--- src/design/vad_pkg.sv ---
// vad_pkg: shared types, widths and codes of the voice activity detector
// no dependencies; imported by every design module

package vad_pkg;

  localparam int MAX_BUFFER_SAMPLES = 4096;

  localparam int SAMPLE_W = 16;
  localparam int LEVEL_W  = 24;
  localparam int THR_W    = 24;
  localparam int RUN_W    = 8;
  localparam int WEIGHT_W = 17;
  localparam int FRAC_W   = 16;

  localparam int CNT_W    = $clog2(MAX_BUFFER_SAMPLES + 1);
  localparam int SQ_W     = 2 * SAMPLE_W - 1;
  localparam int SUM_W    = SQ_W + $clog2(MAX_BUFFER_SAMPLES);
  localparam int RAD_W    = 2 * LEVEL_W;
  localparam int WORK_W   = (SUM_W + FRAC_W > RAD_W) ? SUM_W + FRAC_W : RAD_W;
  localparam int ALIGN_SH = WORK_W - RAD_W;
  localparam int ITER_W   = $clog2(WORK_W);
  localparam int REM_W    = LEVEL_W + 2;
  localparam int OPD_W    = REM_W + 2;
  localparam int PROD_W   = LEVEL_W + WEIGHT_W;
  localparam int ACC_W    = PROD_W + 1;

  localparam int ADDR_W   = 4;
  localparam int DATA_W   = 32;

  localparam logic [WEIGHT_W-1:0] WEIGHT_ONE = WEIGHT_W'(1 << FRAC_W);

  typedef enum logic [1:0] {
    REG_START  = 2'd0,
    REG_HOLD   = 2'd1,
    REG_SILENT = 2'd2,
    REG_WEIGHT = 2'd3
  } reg_idx_t;

  typedef struct packed {
    logic [THR_W-1:0]    start_threshold;
    logic [THR_W-1:0]    hold_threshold;
    logic [RUN_W-1:0]    silent_buffers_needed;
    logic [WEIGHT_W-1:0] new_weight;
  } cfg_t;

  typedef struct packed {
    logic signed [SAMPLE_W-1:0] sample;
    logic                       last;
  } sample_item_t;

  typedef struct packed {
    logic [LEVEL_W-1:0] smoothed_level;
    logic               speaking;
    logic               speaking_changed;
    logic               buffer_overflow;
  } level_item_t;

  typedef enum logic [3:0] {
    ST_IDLE,
    ST_SQUARE,
    ST_ACCUM,
    ST_LAUNCH,
    ST_ROOT,
    ST_MUL_OLD,
    ST_MUL_NEW,
    ST_SUM,
    ST_COMMIT
  } seq_state_t;

  typedef enum logic [2:0] {
    DS_IDLE,
    DS_DIV,
    DS_ALIGN,
    DS_SQRT,
    DS_DONE
  } ds_state_t;

endpackage

--- src/design/vad_regs.sv ---
// vad_regs: configuration register file behind the apb-style port
// depends on vad_pkg

module vad_regs (
  input  logic                       clk,
  input  logic                       rst,
  input  logic                       psel,
  input  logic                       penable,
  input  logic                       pwrite,
  input  logic [vad_pkg::ADDR_W-1:0] paddr,
  input  logic [vad_pkg::DATA_W-1:0] pwdata,
  output logic [vad_pkg::DATA_W-1:0] prdata,
  output logic                       pready,
  output vad_pkg::cfg_t              cfg
);
  import vad_pkg::*;

  reg_idx_t idx;
  logic     wr_en;

  assign idx    = reg_idx_t'(paddr[3:2]);
  assign wr_en  = psel && penable && pwrite;
  assign pready = 1'b1;

  always_ff @(posedge clk) begin
    if (rst) begin
      cfg.start_threshold       <= THR_W'(150995);
      cfg.hold_threshold        <= THR_W'(83886);
      cfg.silent_buffers_needed <= RUN_W'(8);
      cfg.new_weight            <= WEIGHT_W'(19661);
    end else if (wr_en) begin
      case (idx)
        REG_START:  cfg.start_threshold       <= pwdata[THR_W-1:0];
        REG_HOLD:   cfg.hold_threshold        <= pwdata[THR_W-1:0];
        REG_SILENT: cfg.silent_buffers_needed <= pwdata[RUN_W-1:0];
        REG_WEIGHT: cfg.new_weight            <= pwdata[WEIGHT_W-1:0];
        default: ;
      endcase
    end
  end

  always_comb begin
    case (idx)
      REG_START:  prdata = DATA_W'(cfg.start_threshold);
      REG_HOLD:   prdata = DATA_W'(cfg.hold_threshold);
      REG_SILENT: prdata = DATA_W'(cfg.silent_buffers_needed);
      REG_WEIGHT: prdata = DATA_W'(cfg.new_weight);
      default:    prdata = '0;
    endcase
  end

endmodule

--- src/design/vad_mul.sv ---
// vad_mul: shared unsigned multiplier with a registered product
// depends on vad_pkg; used for sample squares and the average update

module vad_mul (
  input  logic                         clk,
  input  logic [vad_pkg::LEVEL_W-1:0]  a,
  input  logic [vad_pkg::WEIGHT_W-1:0] b,
  output logic [vad_pkg::PROD_W-1:0]   p
);
  import vad_pkg::*;

  logic [PROD_W-1:0] p_next;

  assign p_next = PROD_W'(a) * PROD_W'(b);

  always_ff @(posedge clk) begin
    p <= p_next;
  end

endmodule

--- src/design/vad_divsqrt.sv ---
// vad_divsqrt: one shift and subtract unit, first a restoring division of
// sum * 2^16 by count, then a digit-by-digit square root of the quotient
// depends on vad_pkg

module vad_divsqrt (
  input  logic                       clk,
  input  logic                       rst,
  input  logic                       start,
  input  logic [vad_pkg::SUM_W-1:0]  dividend,
  input  logic [vad_pkg::CNT_W-1:0]  divisor,
  output logic                       done,
  output logic [vad_pkg::LEVEL_W-1:0] root
);
  import vad_pkg::*;

  ds_state_t          state, state_next;
  logic [WORK_W-1:0]  work;
  logic [REM_W-1:0]   rem;
  logic [ITER_W-1:0]  iter;
  logic [CNT_W-1:0]   dvs;
  logic [OPD_W-1:0]   opa, opb;
  logic [OPD_W:0]     diff;
  logic               ge;

  always_comb begin
    if (state == DS_SQRT) begin
      opa = {rem, work[WORK_W-1 -: 2]};
      opb = OPD_W'({root, 2'b01});
    end else begin
      opa = {1'b0, rem, work[WORK_W-1]};
      opb = OPD_W'(dvs);
    end
    diff = {1'b0, opa} - {1'b0, opb};
    ge   = !diff[OPD_W];
  end

  always_ff @(posedge clk) begin
    if (rst) begin
      state <= DS_IDLE;
    end else begin
      state <= state_next;
    end
  end

  always_comb begin
    state_next = state;
    done       = 1'b0;
    case (state)
      DS_IDLE: begin
        if (start) begin
          state_next = (divisor == '0) ? DS_DONE : DS_DIV;
        end
      end
      DS_DIV: begin
        if (iter == '0) begin
          state_next = DS_ALIGN;
        end
      end
      DS_ALIGN: state_next = DS_SQRT;
      DS_SQRT: begin
        if (iter == '0) begin
          state_next = DS_DONE;
        end
      end
      DS_DONE: begin
        done       = 1'b1;
        state_next = DS_IDLE;
      end
      default: state_next = DS_IDLE;
    endcase
  end

  always_ff @(posedge clk) begin
    case (state)
      DS_IDLE: begin
        if (start) begin
          work <= WORK_W'({dividend, {FRAC_W{1'b0}}});
          dvs  <= divisor;
          rem  <= '0;
          root <= '0;
          iter <= ITER_W'(WORK_W - 1);
        end
      end
      DS_DIV: begin
        work <= {work[WORK_W-2:0], ge};
        rem  <= ge ? diff[REM_W-1:0] : opa[REM_W-1:0];
        iter <= iter - 1'b1;
      end
      DS_ALIGN: begin
        work <= work << ALIGN_SH;
        rem  <= '0;
        root <= '0;
        iter <= ITER_W'(LEVEL_W - 1);
      end
      DS_SQRT: begin
        work <= work << 2;
        rem  <= ge ? diff[REM_W-1:0] : opa[REM_W-1:0];
        root <= {root[LEVEL_W-2:0], ge};
        iter <= iter - 1'b1;
      end
      default: ;
    endcase
  end

endmodule

--- src/design/voice_activity_detector_unit.sv ---
// voice_activity_detector_unit: top level, sample accumulation, sequencer,
// average update, hysteresis and result register
// depends on vad_pkg, vad_regs, vad_mul, vad_divsqrt
//
//  channel   direction  handshake                      payload
//  sample    in         sample_valid / sample_ready    sample_item_t
//  level     out        level_valid / level_ready      level_item_t
//  config    in         psel penable pwrite / pready   paddr pwdata, prdata
//
// a sample that is not last passes accept, square and accumulate
// a dropped sample skips the square and accumulate steps
// a last sample then goes through the launch, one division step per dividend
// bit (59) and one root step per level bit (24) in the shared subtract unit
// rst clears the control state, counters and average and loads the register defaults
// a result waits in the output register; the next last item stalls only if
// the previous result has not been taken by then

module voice_activity_detector_unit (
  input  logic                       clk,
  input  logic                       rst,
  input  logic                       sample_valid,
  output logic                       sample_ready,
  input  vad_pkg::sample_item_t      sample_item,
  output logic                       level_valid,
  input  logic                       level_ready,
  output vad_pkg::level_item_t       level_item,
  input  logic                       psel,
  input  logic                       penable,
  input  logic                       pwrite,
  input  logic [vad_pkg::ADDR_W-1:0] paddr,
  input  logic [vad_pkg::DATA_W-1:0] pwdata,
  output logic [vad_pkg::DATA_W-1:0] prdata,
  output logic                       pready
);
  import vad_pkg::*;

  cfg_t               cfg;
  seq_state_t         state, state_next;

  logic [SAMPLE_W-1:0] samp_mag;
  logic                last_q;
  logic [SUM_W-1:0]    square_sum;
  logic [CNT_W-1:0]    sample_count;
  logic                dropped_flag;
  logic [LEVEL_W-1:0]  average_level;
  logic                speech_flag;
  logic [RUN_W-1:0]    silent_run_count;
  logic [PROD_W-1:0]   acc;
  logic [LEVEL_W-1:0]  avg_new;

  logic                accept;
  logic                room;
  logic                commit;
  logic                ds_start;
  logic                ds_done;
  logic [LEVEL_W-1:0]  level;
  logic [LEVEL_W-1:0]  mul_a;
  logic [WEIGHT_W-1:0] mul_b;
  logic [PROD_W-1:0]   prod;
  logic [WEIGHT_W-1:0] w;
  logic [WEIGHT_W-1:0] wc;
  logic [ACC_W-1:0]    total;
  logic [SAMPLE_W-1:0] mag_in;

  logic                speech_next;
  logic [RUN_W-1:0]    run_next;
  logic [RUN_W-1:0]    run_inc;

  vad_regs u_regs (
    .clk     (clk),
    .rst     (rst),
    .psel    (psel),
    .penable (penable),
    .pwrite  (pwrite),
    .paddr   (paddr),
    .pwdata  (pwdata),
    .prdata  (prdata),
    .pready  (pready),
    .cfg     (cfg)
  );

  vad_mul u_mul (
    .clk (clk),
    .a   (mul_a),
    .b   (mul_b),
    .p   (prod)
  );

  vad_divsqrt u_divsqrt (
    .clk      (clk),
    .rst      (rst),
    .start    (ds_start),
    .dividend (square_sum),
    .divisor  (sample_count),
    .done     (ds_done),
    .root     (level)
  );

  assign w      = (cfg.new_weight > WEIGHT_ONE) ? WEIGHT_ONE : cfg.new_weight;
  assign wc     = WEIGHT_ONE - w;
  assign total  = ACC_W'(acc) + ACC_W'(prod);
  assign accept = sample_valid && sample_ready;
  assign room   = sample_count < CNT_W'(MAX_BUFFER_SAMPLES);
  assign mag_in = sample_item.sample[SAMPLE_W-1] ?
                  SAMPLE_W'(~sample_item.sample + 1'b1) : SAMPLE_W'(sample_item.sample);

  // sequencer
  always_ff @(posedge clk) begin
    if (rst) begin
      state <= ST_IDLE;
    end else begin
      state <= state_next;
    end
  end

  always_comb begin
    state_next   = state;
    sample_ready = 1'b0;
    ds_start     = 1'b0;
    commit       = 1'b0;
    mul_a        = average_level;
    mul_b        = wc;
    case (state)
      ST_IDLE: begin
        sample_ready = 1'b1;
        if (sample_valid) begin
          if (room) begin
            state_next = ST_SQUARE;
          end else if (sample_item.last) begin
            state_next = ST_LAUNCH;
          end
        end
      end
      ST_SQUARE: begin
        mul_a      = LEVEL_W'(samp_mag);
        mul_b      = WEIGHT_W'(samp_mag);
        state_next = ST_ACCUM;
      end
      ST_ACCUM:  state_next = last_q ? ST_LAUNCH : ST_IDLE;
      ST_LAUNCH: begin
        ds_start   = 1'b1;
        state_next = ST_ROOT;
      end
      ST_ROOT: begin
        if (ds_done) begin
          state_next = ST_MUL_OLD;
        end
      end
      ST_MUL_OLD: state_next = ST_MUL_NEW;
      ST_MUL_NEW: begin
        mul_a      = level;
        mul_b      = w;
        state_next = ST_SUM;
      end
      ST_SUM: state_next = ST_COMMIT;
      ST_COMMIT: begin
        if (!level_valid || level_ready) begin
          commit     = 1'b1;
          state_next = ST_IDLE;
        end
      end
      default: state_next = ST_IDLE;
    endcase
  end

  // hysteresis
  always_comb begin
    run_inc     = (silent_run_count == {RUN_W{1'b1}}) ? silent_run_count :
                  silent_run_count + 1'b1;
    speech_next = speech_flag;
    run_next    = silent_run_count;
    if (speech_flag) begin
      if (avg_new < cfg.hold_threshold) begin
        run_next = run_inc;
        if (run_inc >= cfg.silent_buffers_needed) begin
          speech_next = 1'b0;
        end
      end else begin
        run_next = '0;
      end
    end else if (avg_new > cfg.start_threshold) begin
      run_next    = '0;
      speech_next = 1'b1;
    end
  end

  // buffer state and average
  always_ff @(posedge clk) begin
    if (rst) begin
      square_sum       <= '0;
      sample_count     <= '0;
      dropped_flag     <= 1'b0;
      average_level    <= '0;
      speech_flag      <= 1'b0;
      silent_run_count <= '0;
    end else begin
      if (accept) begin
        if (room) begin
          sample_count <= sample_count + 1'b1;
        end else begin
          dropped_flag <= 1'b1;
        end
      end
      if (state == ST_ACCUM) begin
        square_sum <= square_sum + SUM_W'(prod);
      end
      if (commit) begin
        average_level    <= avg_new;
        speech_flag      <= speech_next;
        silent_run_count <= run_next;
        square_sum       <= '0;
        sample_count     <= '0;
        dropped_flag     <= 1'b0;
      end
    end
  end

  always_ff @(posedge clk) begin
    if (accept) begin
      samp_mag <= mag_in;
      last_q   <= sample_item.last;
    end
    if (state == ST_MUL_NEW) begin
      acc <= prod;
    end
    if (state == ST_SUM) begin
      avg_new <= total[FRAC_W +: LEVEL_W];
    end
  end

  // result register
  always_ff @(posedge clk) begin
    if (rst) begin
      level_valid <= 1'b0;
    end else if (commit) begin
      level_valid <= 1'b1;
    end else if (level_ready) begin
      level_valid <= 1'b0;
    end
  end

  always_ff @(posedge clk) begin
    if (commit) begin
      level_item.smoothed_level   <= avg_new;
      level_item.speaking         <= speech_next;
      level_item.speaking_changed <= speech_next != speech_flag;
      level_item.buffer_overflow  <= dropped_flag;
    end
  end

endmodule

--- config.mk ---
export PLATFORM = sky130hd
export DESIGN_NAME = voice_activity_detector_unit
export DESIGN_NICKNAME = d
export VERILOG_FILES = /design/src/design/vad_pkg.sv /design/src/design/vad_regs.sv /design/src/design/vad_mul.sv /design/src/design/vad_divsqrt.sv /design/src/design/voice_activity_detector_unit.sv
export SDC_FILE = /design/constraint.sdc
export NUM_CORES = 2
export LEC_CHECK = 0
export BUFFER_PORTS_ARGS = -buffer_cell sky130_fd_sc_hd__buf_2
export CAP_MARGIN = 10
export CORE_MARGIN = 3
export CORE_UTILIZATION = 45
export DETAILED_ROUTE_END_ITERATION = 8
export SYNTH_ARGS = -nofsm -noshare
export SYNTH_HDL_FRONTEND = slang
export SYNTH_HIERARCHICAL = 1
export SYNTH_SLANG_ARGS = --single-unit
--- constraint.sdc ---
create_clock -name clk -period 11.4 [get_ports clk]
set_input_delay 0 -clock clk [delete_from_list [all_inputs] [get_ports clk]]
set_output_delay 0 -clock clk [all_outputs]
set_load 0.05 [all_outputs]
Yosys cells after proc, flatten, opt, wreduce, memory -nomap -nowiden
Index checks and enable logic that the tools add are counted.
Widths: inputs -> output; s select.
{"block": "op_classes", "n_addsub": 8, "mul": 1, "div": 0, "order_cmp": 5, "eq_ne": 24, "shift": 0, "mux": 43, "bitwise": 2, "n_reduce_logical": 31}
{"operator": "$pmux 59 s4", "n": 1}
{"operator": "$pmux 32 s4", "n": 1}
{"operator": "$mux 26", "n": 3}
{"operator": "$pmux 26 s3", "n": 1}
{"operator": "$pmux 24 s3", "n": 1}
{"operator": "$mux 59", "n": 1}
{"operator": "$pmux 24 s2", "n": 1}
{"operator": "$add 43x41->43", "n": 1}
{"operator": "$mul 24x17->41", "n": 1}
{"operator": "$add 40x40->40", "n": 1}
{"operator": "$pmux 4 s9", "n": 1}
{"operator": "$pmux 17 s2", "n": 1}
{"operator": "$mux 8", "n": 4}
{"operator": "$sub 28x26->29", "n": 1}
{"operator": "$mux 28", "n": 1}
{"operator": "$gt 24x24->1", "n": 1}
{"operator": "$lt 24x24->1", "n": 1}
{"operator": "$mux 24", "n": 1}
{"operator": "$reduce_and 2->1", "n": 11}
{"operator": "$mux 4", "n": 5}
{"operator": "$pmux 6 s3", "n": 1}
{"operator": "$gt 17x17->1 const B", "n": 1}
{"operator": "$mux 17", "n": 1}
{"operator": "$sub 17x17->17 const A", "n": 1}
{"operator": "42 further kinds", "n": 71}
{"block": "totals", "ff_bits": 448, "latch_bits": 0, "ram_bits": 0, "mem_bits_ro": 0, "input_bits": 60, "output_inout_bits": 62, "word_cells": 142, "n_memories": 0}

Depth between registers and ports, before layout
{"block": "logic_depth", "ltp_word": 7, "mapped_depth": 35, "ltp_nobuf": 31}

Modules after synthesis
The synthesis kept the hierarchy.
{"mod": "vad_mul", "n_inst": 1, "cells_per_inst": 1607, "area_each_um2": 14078.5, "seq_area_each_um2": 820.8}
{"mod": "voice_activity_detector_unit", "n_inst": 1, "cells_per_inst": 1520, "area_each_um2": 13441.6, "seq_area_each_um2": 5144.9}
{"mod": "vad_divsqrt", "n_inst": 1, "cells_per_inst": 869, "area_each_um2": 8316.7, "seq_area_each_um2": 3903.7}
{"mod": "vad_regs", "n_inst": 1, "cells_per_inst": 363, "area_each_um2": 3577.2, "seq_area_each_um2": 1461.4}

Worst setup path after synthesis
No wires, ideal clock.
{"block": "synth_timing", "path_kind": "register -> register", "start": "register, netlist name state[1]", "end": "register u_mul/p[26] (netlist bit)", "setup_time_ns": 0.072, "arrival_ns": 8.445, "required_time_ns": 11.328, "setup_slack_ns": 2.883, "stages_incl_launch_ff": 28, "n_path_buf": 4, "period_less_slack_ns": 8.517, "path_cell_list": "dfxtp_1 > clkbuf_1 > nand2b_1 > or2_2 > clkbuf_1 > clkinv_1 > clkbuf_1 > a22oi_1 > nand2_1 > clkbuf_1 > nand2_1 > fa_1 > inv_1 > fa_1 > fa_1 > fa_1 > fa_1 > inv_1 > fa_1 > inv_1 > ha_1 > and2_4 > and4_4 > a41o_1 > a311o_2 > a311o_1 > a21oi_2 > xnor2_1"}
{"item": "end signal, assigned", "line_no": "vad_mul.sv:17", "text": "p <= p_next;"}
{"item": "end, declared", "line_no": "vad_mul.sv:8", "text": "output logic [vad_pkg::PROD_W-1:0] p"}

Worst setup path in the final report
{"block": "layout_timing", "start": "register, netlist name u_regs/cfg[10]", "end": "register u_mul/p[33] (netlist bit)"}
{"block": "layout_via", "elab_chain_len": 5}
{"item": "$gt 17x17->1 *", "line_no": "voice_activity_detector_unit.sv:99", "text": "assign w = (cfg.new_weight > WEIGHT_ONE) ? WEIGHT_ONE : cfg.new_weight;"}
{"item": "$mux 17 *", "line_no": "voice_activity_detector_unit.sv:99"}
{"item": "$sub 17x17->17", "line_no": "voice_activity_detector_unit.sv:100", "text": "assign wc = WEIGHT_ONE - w;"}
{"item": "$pmux 17 s2 *", "line_no": "voice_activity_detector_unit.sv:123", "text": "case (state)"}
{"item": "via mul_b[8]", "line_no": "voice_activity_detector_unit.sv:58", "text": "logic [WEIGHT_W-1:0] mul_b;"}
{"item": "$mul 24x17->41 *", "line_no": "vad_mul.sv:14", "text": "assign p_next = PROD_W'(a) * PROD_W'(b);"}
{"item": "via u_mul.p_next[33]", "line_no": "vad_mul.sv:12", "text": "logic [PROD_W-1:0] p_next;"}
Mark *: on every way through the listed nets, which the timed path passes. The rest lies on a longest branch.
A chain may end at the register's enable or synchronous reset.

==> impl_results.md <==
- Outcome: finished, final reports clean
- CP Data Arrival Time: 10320 ps
- Syn_area_per_cell: 9.042 um^2
- Combinational family with the most area after synthesis: adder cells
- Most frequent cells in the layout: 593 x nand2_1, 511 x inv_1, 331 x fa_1
- Critical R2R Launch: u_regs/cfg[10]
- Setup ws final: 1564 ps
- DR pass1 iterations: 5
- Total power: 6519 uW
- Worst reg2reg setup slack: 1560 ps
- Worst hold start: paddr[3]
- # resized after CTS: 0
- Nets: 5090
- Layout Skew: 24.57 ps
- Vias/cell: 5.518
- DRC Markers: 0
- Synthesized area: 39410 um^2
- Postcts setup bufs: 0
- CTS tree: done
- Fin Setup TNS: 0 ps
- Reg clk slew, reported paths: 60 ps
- Initial Utilization: 45.86%
- Fmax: 0.1017 GHz
- Commonest non-fill, non-tap cell in the layout: nand2_1
- Quantity of I/O buffers inserted on ports: 102
- Period Utilization, post-route: 86.28%
- Worst reg2reg path endpoint: u_mul/p[33]
- Worst Hold Class: in2reg
- Vias in the first global route: 30536
- Mapped Cells: 4359
- YS warnings: 6
- Worst Setup EP: u_mul/p[33]
- Utilization after layout: 50.43%
- Worst path max stage delay: 860 ps
- All-Layer GR Usage: 23.56%
- Xor/xnor cell area share of the yosys netlist: 2.978%
- Least-Margin Pin Slew: 1179 ps
- Max rail drop VDD: 0.0001421 V
- Lkg Pwr: 0.01907 uW
- Synth cell types: 104
- Layout Cell Area excl Fill: 43350 um^2
- First-pass GRT wire length: 169800 um
- Post-synth EDFFs: 236
- Clock buffer count from CTS: 50
- Unrepaired setup endpoints after global routing: false
- DPL Wire Length: 80620 um
- Die W: 302.0 um
- Clock root buffer: clkbuf_16
- Startpoint types: flip-flop
- Row Count: 107
- Clk buf depth: 3
- Hold Buf Count CTS: 63
- Final setup vio count: 0
- H-Tree Depth: 2
- Yosys reg bits: 448
- Synth Area in Compound Gates: 13.43%
- Worst Setup End Kind: flip-flop
- Slowest cell on crit path: o21ai_2
- Ys flop type: edfxtp_1
- Setup WS pre-CTS: 1794 ps
- Crit Path Class: reg2reg
- Slew HR: 21.41%
- Final-report max-slew violation count: 0
- Final hold vios: 0
- Core Region: 85950 um^2
- Critical path fanouts, max: 15
- Antenna Violating Nets Remaining: 0
- Async SR Flop Fraction: 0%
- Routed wire length per instance: 19.20 um
- Share of layout cells above drive strength 1: 7.152%
- Most Frequent Cell on Critical Path: fa_1
- Mux contribution to synthesized area: 4.073%
- Largest net degree at the start of global routing: 93
- Initial antenna violation count: 0
- Simple-gate portion of the synthesized area: 17.57%
- DRT iter0 DRCs: 2321
- Clk_lat worst skew: 600 ps
- Vias post-DR: 30927
- # clock sinks: 448
- Pwr per Cell Area: 150.4 nW/um^2
- Synth Area in Adders: 25.73%
- Die ar.: 91170 um^2
- Global route overflow: 0
- WP data required: 11880 ps
- Area Overhead vs Synth: 9.974%
- Worst Reg2Reg Path Length in Cells: 31
- Max cap viols: 0
- Tmin final: 9836 ps
- GPL Wtd Cong: 0.9113
- Die Ht: 302.0 um
- Post-place instance area: 40890 um^2
- Ports: 122
- Seq/Total Area, Yosys: 28.75%
- WL final: 107600 um
- Setup crit start: u_regs/cfg[10]
power by group:
part	switching (uW)	total (uW)	internal [uW]
clock	714	1770	1050
sequential	178	2140	1960
combinational	1650	2610	963
registers in the layout (all words and copies together) (netlist names), 24 cells and up:
register,count
acc,40
avg_new,24
u_mul/p,41
level_item,27
u_divsqrt/rem,26
u_divsqrt/work,59
u_divsqrt/root,24
u_regs/cfg,73
square_sum,43
average_level,24
worst min-delay path by stage:
| stage | end | slack [ps] | cells after the start |
|---|---|---|---|
| finish | u_regs/cfg[18] | 190 | 3 |
| global route | last_q | 180 | 2 |
| CTS | last_q | 160 | 2 |
| detailed placement | last_q | 250 | 1 |
| global placement | last_q | 260 | 1 |
| floorplan | u_divsqrt/state[0] | 70 | 1 |
per-layer routing:
metal  vias to the layer above  global-route usage, %  share of wire (%)
li1                      14839                      -                  -
met1                     15131                  32.68                 45
met2                       807                  38.75                 47
met3                       150                  3.000                5.3
met4                         0                  6.853                3.0
met5                         -                      0                  0
synthesized netlist by cell type, types with 9 or more instances:
master    number  area share, %
buf_2         13           0.17
o31ai_1       13           0.25
nand3_1       73           0.93
nor3_1        60           0.76
nand4_1       43           0.68
a21oi_1      282            3.6
a31oi_1       29           0.46
inv_1        511            4.9
buf_4         12           0.23
clkbuf_1     166            1.6
o21ai_0      163            2.1
buf_1         16           0.15
dfxtp_1      212             11
nor4_1        10           0.16
and3_1        42           0.67
a22oi_1       22           0.42
and2_1       173            2.7
o211ai_1      20           0.38
a211oi_1      22           0.42
nand2_1      593            5.6
nor2b_1       40           0.63
or3_1         18           0.29
o21ai_1        9           0.11
nand2b_1      94            1.5
edfxtp_1     236             18
o21a_1        24           0.46
ha_1         281            8.9
o21bai_1      13           0.25
a22o_1         9           0.20
mux2i_1      133            3.4
a21o_1        74            1.4
xor2_1        64            1.4
o22a_1        44           0.98
xnor2_1       70            1.6
buf_6         13           0.37
fa_1         331             17
nor2_1       250            2.4
logic make-up after synthesis:
group,Yosys count
buffers and inverters,736
xor gates and xnor gates,134
other,2
muxes,148
adders and majority gates,612
AOI/OAI and AO/OA,828
DFF,448
and+or+nand+nor,1451
critical path: cells and delay by family, from the launching register on:
family,cells,cell delay [ps]
adder cells (fa/ha/maj),8,3910
AO/OA/AOI/OAI,9,3080
AND/OR/NAND/NOR,8,1890
XOR/XNOR,1,140
flip-flops,1,420
buffers and inverters,5,300
area by class of cell:
type / count / area (um^2)
Tap cell: 1144 / 1431
Inverter: 513 / 1926
Sequential cell: 448 / 11340
Clock buffer: 64 / 1461
Antenna cell: 1 / 2.502
Multi-Input combinational cell: 3182 / 25250
Timing Repair Buffer: 223 / 1579
Clock inverter: 30 / 361.6
Fill cell: 8138 / 42600
stage by stage:
| step | instances | hold slack (ps) |
|---|---|---|
| after floorplan | 4366 | 69.07 |
| final | 5605 | 191.8 |
| after detailed placement | 5447 | 251.6 |
| after CTS | 5604 | 158.4 |
| after global routing | 5604 | 180.7 |
| after global placement | 5447 | 260.5 |
(Power assumes the default switching activity.)
